--- src/design/tmps_pkg.sv ---
// Shared types, widths and constants for the triangle minimum path sum block.
`default_nettype none
package tmps_pkg;

  localparam int MAX_ROWS = 64;
  localparam int ROW_W    = $clog2(MAX_ROWS + 1);
  localparam int CFG_W    = 7;
  localparam int CMP_W    = (ROW_W > CFG_W) ? ROW_W : CFG_W;
  localparam int VAL_W    = 16;
  localparam int SUM_W    = 22;

  typedef logic signed [SUM_W-1:0] sum_t;
  typedef logic [ROW_W-1:0]        row_t;

  localparam sum_t SUM_MAX = {1'b0, {(SUM_W-1){1'b1}}};
  localparam sum_t SUM_MIN = {1'b1, {(SUM_W-1){1'b0}}};

  typedef struct packed {
    logic load;
    logic shift;
    row_t pos;
    sum_t data;
  } tmps_ctrl_t;

endpackage
`default_nettype wire

--- src/design/triangle_min_path_sum.sv ---
// Top level: triangle minimum path sum over a chain of row-sum cells.
//
//   channel   signals                         direction
//   input     in_valid in_ready value         in
//   result    out_valid out_ready min_total   out
//   config    cfg_valid cfg_ready num_rows    in
//
// One item per cycle while in_ready is high; the path is chain head, min, add, saturate, compare.
// The result is registered in the cycle after the last item of a triangle is accepted.
// Reset sets the row count to one and restarts; the row cells need no clearing.
// in_ready drops only while a result waits and out_ready is low.
`default_nettype none
module triangle_min_path_sum
  import tmps_pkg::*;
(
  input  wire logic                    clk,
  input  wire logic                    rst,
  input  wire logic                    in_valid,
  output logic                         in_ready,
  input  wire logic signed [VAL_W-1:0] value,
  output logic                         out_valid,
  input  wire logic                    out_ready,
  output sum_t                         min_total,
  input  wire logic                    cfg_valid,
  output logic                         cfg_ready,
  input  wire logic [CFG_W-1:0]        num_rows
);

  logic [CFG_W-1:0] rows_cfg;
  row_t             row_index;
  row_t             col_index;
  sum_t             upper_left_sum;
  sum_t             best_sum;

  logic [CMP_W-1:0] rows_eff;
  logic             last_row;
  row_t             jc;
  logic             at_end;
  logic             accept;
  sum_t             head;
  sum_t             v_ext;
  sum_t             m;
  sum_t             upper_left_sum_next;
  logic signed [SUM_W:0] wide;
  sum_t             nsum;
  sum_t             best_cand;
  tmps_ctrl_t       ctrl;

  assign cfg_ready = 1'b1;
  assign in_ready  = !out_valid || out_ready;
  assign accept    = in_valid && in_ready;
  assign v_ext     = {{(SUM_W-VAL_W){value[VAL_W-1]}}, value};

  always_comb begin
    if (rows_cfg == '0) begin
      rows_eff = CMP_W'(1);
    end else if (CMP_W'(rows_cfg) > CMP_W'(MAX_ROWS)) begin
      rows_eff = CMP_W'(MAX_ROWS);
    end else begin
      rows_eff = CMP_W'(rows_cfg);
    end
    last_row = ({1'b0, CMP_W'(row_index)} + (CMP_W+1)'(1)) >= {1'b0, rows_eff};
    jc       = (col_index > row_index) ? row_index : col_index;
    at_end   = (jc == row_index);

    if (row_index == '0) begin
      m                   = '0;
      upper_left_sum_next = upper_left_sum;
    end else if (jc == '0) begin
      m                   = head;
      upper_left_sum_next = head;
    end else if (at_end) begin
      m                   = upper_left_sum;
      upper_left_sum_next = upper_left_sum;
    end else begin
      m                   = (upper_left_sum < head) ? upper_left_sum : head;
      upper_left_sum_next = head;
    end

    wide = {v_ext[SUM_W-1], v_ext} + {m[SUM_W-1], m};
    if (row_index == '0) begin
      nsum = v_ext;
    end else if (wide[SUM_W] != wide[SUM_W-1]) begin
      nsum = wide[SUM_W] ? SUM_MIN : SUM_MAX;
    end else begin
      nsum = wide[SUM_W-1:0];
    end

    best_cand = (last_row && (nsum < best_sum)) ? nsum : best_sum;

    ctrl.load  = accept;
    ctrl.shift = !at_end;
    ctrl.pos   = at_end ? row_index : row_index - row_t'(1);
    ctrl.data  = nsum;
  end

  tmps_chain u_chain (
    .clk  (clk),
    .ctrl (ctrl),
    .head (head)
  );

  always_ff @(posedge clk) begin
    if (rst) begin
      rows_cfg       <= CFG_W'(1);
      row_index      <= '0;
      col_index      <= '0;
      upper_left_sum <= '0;
      best_sum       <= SUM_MAX;
      out_valid      <= 1'b0;
    end else begin
      if (cfg_valid && cfg_ready) begin
        rows_cfg <= num_rows;
      end
      if (accept && at_end && last_row) begin
        out_valid <= 1'b1;
      end else if (out_valid && out_ready) begin
        out_valid <= 1'b0;
      end
      if (accept) begin
        if (at_end && last_row) begin
          row_index      <= '0;
          col_index      <= '0;
          upper_left_sum <= '0;
          best_sum       <= SUM_MAX;
        end else begin
          upper_left_sum <= upper_left_sum_next;
          best_sum       <= best_cand;
          if (at_end) begin
            row_index <= row_index + row_t'(1);
            col_index <= '0;
          end else begin
            col_index <= jc + row_t'(1);
          end
        end
      end
    end
  end

  always_ff @(posedge clk) begin
    if (accept && at_end && last_row) begin
      min_total <= best_cand;
    end
  end

endmodule
`default_nettype wire

--- src/design/tmps_cell.sv ---
// One cell of the row-sum chain: loads a new sum, takes its right neighbour's, or holds.
`default_nettype none
module tmps_cell
  import tmps_pkg::*;
(
  input  wire logic       clk,
  input  wire tmps_ctrl_t ctrl,
  input  wire row_t       idx,
  input  wire sum_t       nbr,
  output sum_t            q
);

  always_ff @(posedge clk) begin
    if (ctrl.load) begin
      if (ctrl.pos == idx) begin
        q <= ctrl.data;
      end else if (ctrl.shift) begin
        q <= nbr;
      end
    end
  end

endmodule
`default_nettype wire

--- src/design/tmps_chain.sv ---
// Row of cells holding the previous row's sums, head first.
`default_nettype none
module tmps_chain
  import tmps_pkg::*;
(
  input  wire logic       clk,
  input  wire tmps_ctrl_t ctrl,
  output sum_t            head
);

  sum_t q [MAX_ROWS];
  sum_t nbr [MAX_ROWS];

  for (genvar k = 0; k < MAX_ROWS; k++) begin : g_cell
    if (k == MAX_ROWS - 1) begin : g_last
      assign nbr[k] = q[k];
    end else begin : g_mid
      assign nbr[k] = q[k+1];
    end
    tmps_cell u_cell (
      .clk  (clk),
      .ctrl (ctrl),
      .idx  (row_t'(k)),
      .nbr  (nbr[k]),
      .q    (q[k])
    );
  end

  assign head = q[0];

endmodule
`default_nettype wire
--- config.mk ---
export PLATFORM = sky130hd
export DESIGN_NAME = triangle_min_path_sum
export DESIGN_NICKNAME = d
export VERILOG_FILES = /design/src/design/tmps_pkg.sv /design/src/design/triangle_min_path_sum.sv /design/src/design/tmps_cell.sv /design/src/design/tmps_chain.sv
export SDC_FILE = /design/constraint.sdc
export NUM_CORES = 2
export LEC_CHECK = 0
export BUFFER_PORTS_ARGS = -buffer_cell sky130_fd_sc_hd__buf_2
export CORE_MARGIN = 5
export CORE_UTILIZATION = 45
export CTS_BUF_LIST = sky130_fd_sc_hd__clkbuf_8
export DETAILED_ROUTE_END_ITERATION = 7
export SLEW_MARGIN = 5
export SYNTH_ARGS = -nofsm -noshare
export SYNTH_HDL_FRONTEND = slang
export SYNTH_HIERARCHICAL = 1
export SYNTH_SLANG_ARGS = --single-unit
--- constraint.sdc ---
create_clock -name clk -period 12.35 [get_ports clk]
set_clock_uncertainty 0.2 [all_clocks]
set_input_delay 2.47 -clock clk [delete_from_list [all_inputs] [get_ports clk]]
set_output_delay 2.47 -clock clk [all_outputs]
set_load 0.1 [all_outputs]
==> run_summary.xml <==
<?xml version="1.0" encoding="UTF-8"?>
<metrics>
  <group name="place">
    <metric name="dp_worst_setup_slack" unit="ns">2.343</metric>
    <metric name="place.port_buffers" unit="">51</metric>
    <metric name="dpl.hpwl" unit="um">89370</metric>
    <metric name="routability_congestion" unit="">0.8132</metric>
  </group>
  <group name="worst_setup_path">
    <metric name="required" unit="ns">13.05</metric>
    <metric name="critical-path-top-delay-family" unit="">compound AO/OA/AOI/OAI gates</metric>
    <metric name="critical_path.reg2reg.startpoint" unit="">row_index[2]</metric>
    <metric name="critical_path_peak_fanout" unit="">65</metric>
    <metric name="critical_path.reg2reg.endpoint" unit="">best_sum[20]</metric>
    <metric name="timing.reg2reg.worst_path_depth" unit="">33</metric>
    <metric name="worstPathArrival" unit="ns">10.74</metric>
    <metric name="worst-path-buf-inv" unit="">3</metric>
    <metric name="type_of_the_setup_path_with_the_least_slack" unit="">reg2reg</metric>
    <metric name="crit_path_top_delay_cell" unit="">sky130_fd_sc_hd__nor2_1</metric>
    <metric name="ff2ff_setup_slack" unit="ns">2.31</metric>
    <metric name="path_common_cell" unit="">sky130_fd_sc_hd__ha_1</metric>
    <metric name="worst_path_largest_cell_delay" unit="ns">1.00</metric>
    <metric name="setup.worst_path.start_class" unit="">register</metric>
    <metric name="worst_setup_path_end_kind" unit="">register</metric>
  </group>
  <group name="logic_synthesis">
    <metric name="dominant_combinational_cell_family_by_area_after_synthesis" unit="">multiplexers</metric>
    <metric name="cell_area_after_synthesis" unit="sq mm">0.07321</metric>
    <metric name="ys_seq_area_frac" unit="">0.6046</metric>
    <metric name="syn-instance-count" unit="">4505</metric>
    <metric name="yosys_register_bits" unit="">1496</metric>
    <metric name="post-synth-top-area-cell" unit="">sky130_fd_sc_hd__edfxtp_1</metric>
    <metric name="synthesized_area_divided_by_synthesized_cell_count" unit="sq um">16.25</metric>
    <metric name="synth_cell_type_count" unit="">82</metric>
    <metric name="synth_edf_count" unit="">1430</metric>
    <metric name="synthXorXnorAreaFrac" unit="">0.05743</metric>
    <metric name="synth-simple-area-share" unit="">0.04305</metric>
    <metric name="share_of_flip_flops_with_an_asynchronous_set_or_reset_after_synthesis" unit="">0</metric>
    <metric name="synth_adder_area_share" unit="">0.01446</metric>
    <metric name="synth.cells.most_frequent" unit="">1430 x sky130_fd_sc_hd__edfxtp_1, 1345 x sky130_fd_sc_hd__mux2_2, 282 x sky130_fd_sc_hd__xnor2_1, 198 x sky130_fd_sc_hd__xor2_1, 131 x sky130_fd_sc_hd__buf_6</metric>
    <metric name="synth_ff_type" unit="">sky130_fd_sc_hd__edfxtp_1</metric>
    <metric name="synth-compound-area-share" unit="">0.03444</metric>
    <metric name="synth_top_cells_by_area" unit="">sky130_fd_sc_hd__edfxtp_1 59%, sky130_fd_sc_hd__mux2_2 21%, sky130_fd_sc_hd__xnor2_1 3.4%</metric>
    <metric name="yosysWarnings" unit="">6</metric>
    <metric name="post_synth_mux_area_share" unit="">0.2188</metric>
    <metric name="yosysMostFrequentCell" unit="">sky130_fd_sc_hd__edfxtp_1</metric>
    <metric name="synth_top_area_frac" unit="">0.5866</metric>
  </group>
  <group name="min_path">
    <metric name="worstHoldEndpoint" unit="">upper_left_sum[20]</metric>
    <metric name="min-delay-start" unit="">u_chain/g_cell[0].u_cell/q[20]</metric>
    <metric name="whs_path_depth" unit="">1</metric>
    <metric name="timing.hold.worst.class" unit="">reg2reg</metric>
  </group>
  <group name="floorplan">
    <metric name="placement_rows" unit="">148</metric>
    <metric name="core_region_area" unit="sq mm">0.1622</metric>
    <metric name="dieArea" unit="sq mm">0.1709</metric>
    <metric name="die_width" unit="um">413.3</metric>
    <metric name="design.portCount" unit="">53</metric>
    <metric name="chipHeight" unit="um">413.3</metric>
    <metric name="start_util" unit="">0.4513</metric>
  </group>
  <group name="clocking">
    <metric name="ctsHoldBuffers" unit="">0</metric>
    <metric name="number_of_buffers_created_by_cts" unit="">278</metric>
    <metric name="insertion_delay" unit="ns">0.99</metric>
    <metric name="post_cts_resized" unit="">0</metric>
    <metric name="htree_num_levels" unit="">5</metric>
    <metric name="clock_sinks" unit="">1496</metric>
    <metric name="cts.clk_slew.worst_paths" unit="ns">0.06</metric>
    <metric name="clock_tree_from_tritoncts" unit="">built</metric>
    <metric name="cts_setup_buffers" unit="">0</metric>
    <metric name="max-clock-path-buffers" unit="">4</metric>
    <metric name="cts_root_buffer" unit="">sky130_fd_sc_hd__clkbuf_8</metric>
  </group>
  <group name="sta">
    <metric name="timing_worst_slew_pin_value" unit="ns">1.301</metric>
    <metric name="postLayoutSetupSlackWorst" unit="ns">2.311</metric>
    <metric name="rsz0062_at_grt" unit="">no</metric>
    <metric name="fin_tns_setup" unit="ns">0</metric>
    <metric name="fmax" unit="MHz">99.61</metric>
    <metric name="finalMaxSlewViolations" unit="">0</metric>
    <metric name="timing.slew.headroom" unit="">0.1293</metric>
    <metric name="layout_worst_path_cycle_share" unit="">0.8129</metric>
    <metric name="finalHoldViolCount" unit="">0</metric>
    <metric name="timing.final.crit_period" unit="ns">10.04</metric>
    <metric name="fin_hold_ws" unit="ns">0.2664</metric>
    <metric name="final-setup-viol-count" unit="">0</metric>
  </group>
  <group name="routing">
    <metric name="routed_wire_length_per_instance" unit="um">19.97</metric>
    <metric name="dr_vias_cell" unit="">5.171</metric>
    <metric name="drt-initial-drc-count" unit="">2529</metric>
    <metric name="detail_route.wirelength" unit="um">150900</metric>
    <metric name="drt_pre_antenna_iters" unit="">5</metric>
    <metric name="drt.antenna.violating_nets" unit="">0</metric>
    <metric name="drt_drc_violations_left" unit="">0</metric>
    <metric name="via_count" unit="">39066</metric>
  </group>
  <group name="pwr">
    <metric name="maximum_ir_drop_on_the_vdd_rail" unit="mV">0.1818</metric>
    <metric name="power.sequential.fraction" unit="">0.417</metric>
    <metric name="static-leakage-power" unit="nW">27.78</metric>
    <metric name="clkPwrFrac" unit="">0.217</metric>
    <metric name="internal_power" unit="mW">12.29</metric>
    <metric name="power_per_cell_area" unit="mW/mm^2">234.6</metric>
    <metric name="switchingPower" unit="mW">6.937</metric>
    <metric name="share_comb_of_total_power" unit="">0.366</metric>
    <metric name="power.switching_fraction" unit="">0.3607</metric>
    <metric name="design_power_total" unit="mW">19.23</metric>
  </group>
  <group name="grt">
    <metric name="grt_util_all_layers" unit="">0.1777</metric>
    <metric name="pin_count_of_the_biggest_net_entering_global_routing" unit="">68</metric>
    <metric name="vias_in_the_first_global_route" unit="">40996</metric>
    <metric name="antenna_violations_before_repair" unit="">4</metric>
    <metric name="gr_ovfl_total" unit="">0</metric>
    <metric name="grt_first_pass_wirelength" unit="um">239500</metric>
  </group>
  <group name="cells_and_area">
    <metric name="final_layout_size_suffix_gt1_frac" unit="">0.3595</metric>
    <metric name="areaGrowthSynthToFinish" unit="%">11.99</metric>
    <metric name="fin_nets" unit="">5321</metric>
  </group>
  <group name="run">
    <metric name="drv_cap" unit="">0</metric>
  </group>
  <group name="outcome">
    <metric name="outcome" unit="">finished, final reports clean</metric>
  </group>
</metrics>
cells by family after synthesis:
family,count (synthesis)
buf+inv,253
xor+xnor,480
compound gates,356
other cells,3
fa+ha+maj,84
simple gates,410
mux,1423
flops,1496
state kept, by name (all words and copies together) (netlist names):
name and count:
rows_cfg 7, best_sum 22, col_index 7, min_total 22
u_chain/g_cell.u_cell/q 1408, upper_left_sum 22, row_index 7, out_valid 1
cells in the final DEF, fill, tap and decap left out, types with 27 or more instances in the layout:
| cell type | synthesis | final |
|---|---|---|
| sky130_fd_sc_hd__conb_1 | 3 | 449 |
| sky130_fd_sc_hd__clkbuf_8 | 0 | 287 |
| sky130_fd_sc_hd__xnor2_1 | 282 | 276 |
| sky130_fd_sc_hd__o211ai_1 | 27 | 27 |
| sky130_fd_sc_hd__nand2_1 | 55 | 54 |
| sky130_fd_sc_hd__nand3_1 | 65 | 64 |
| sky130_fd_sc_hd__buf_2 | 15 | 51 |
| sky130_fd_sc_hd__inv_1 | 72 | 155 |
| sky130_fd_sc_hd__dfxtp_1 | 66 | 66 |
| sky130_fd_sc_hd__nand4_1 | 81 | 81 |
| sky130_fd_sc_hd__ha_1 | 83 | 83 |
| sky130_fd_sc_hd__o21a_1 | 69 | 69 |
| sky130_fd_sc_hd__o21ai_0 | 41 | 40 |
| sky130_fd_sc_hd__mux2_2 | 1345 | 1345 |
| sky130_fd_sc_hd__nor4_4 | 64 | 64 |
| sky130_fd_sc_hd__xor2_1 | 198 | 198 |
| sky130_fd_sc_hd__edfxtp_1 | 1430 | 1430 |
| sky130_fd_sc_hd__a21oi_1 | 78 | 61 |
| sky130_fd_sc_hd__buf_4 | 2 | 107 |
| sky130_fd_sc_hd__nor2_1 | 64 | 64 |
| sky130_fd_sc_hd__mux2_1 | 64 | 64 |
| sky130_fd_sc_hd__clkinv_1 | 1 | 49 |
how the worst max path moves through the flow:
stage / from / endpoint / slack (ns) / depth (start not counted)
after CTS: row_index[4] / best_sum[20] / 2.30 / 31
final: row_index[2] / best_sum[20] / 2.31 / 33
after global placement: row_index[2] / min_total[19] / 2.48 / 32
after floorplan: row_index[4] / u_chain/g_cell[16].u_cell/q[0] / 1.59 / 17
after global routing: row_index[2] / min_total[17] / 1.50 / 32
after detailed placement: row_index[4] / best_sum[20] / 2.34 / 31
final cells by class:
| cell class | count | area [sq um] |
|---|---|---|
| diodes | 6 | 15.01 |
| clock buffers | 287 | 3950 |
| clock inverters | 158 | 750.7 |
| fillers | 13716 | 80230 |
| inverters | 73 | 277.8 |
| multi-input cells | 3202 | 28950 |
| flip-flops and latches | 1496 | 44260 |
| well taps | 2175 | 2721 |
| repair buffers | 158 | 1059 |
per-layer routing:
| layer | track usage | part of all wire |
|---|---|---|
| met1 | 0.2387 | 0.45 |
| met2 | 0.2888 | 0.48 |
| met3 | 0.04152 | 0.053 |
| met4 | 0.05280 | 0.022 |
| met5 | 0 | 0 |
power groups by stage:
stage | combinational (mW) | sequential (mW) | clock (mW)
6_report | 7.04 | 8.03 | 4.17
2_1_floorplan | 5.23 | 8.11 | 0
4_1_cts | 7.18 | 8.04 | 4.33
3_5_place_dp | 7.13 | 8.13 | 0
3_3_place_gp | 7.04 | 8.11 | 0
5_1_grt | 7.69 | 8.14 | 4.58
through the flow:
step	util	instances	instance area, sq um
finish	0.5054	7555	81990
CTS	0.5053	7549	81970
global placement	0.4764	7104	77270
global route	0.5054	7553	81980
detailed placement	0.4764	7104	77270
floorplan	-	4951	74880
worst reg2reg max path: cells and delay by family, from the launching register on:
family	cells	cell delay [ns]
and+or+nand+nor	8	2.77
muxes	1	0.26
AOI/OAI and AO/OA	16	3.99
DFF	1	0.63
adders and majority gates	5	1.59
buffers and inverters	3	0.51
Note: power is estimated with default switching activity, not from simulation.
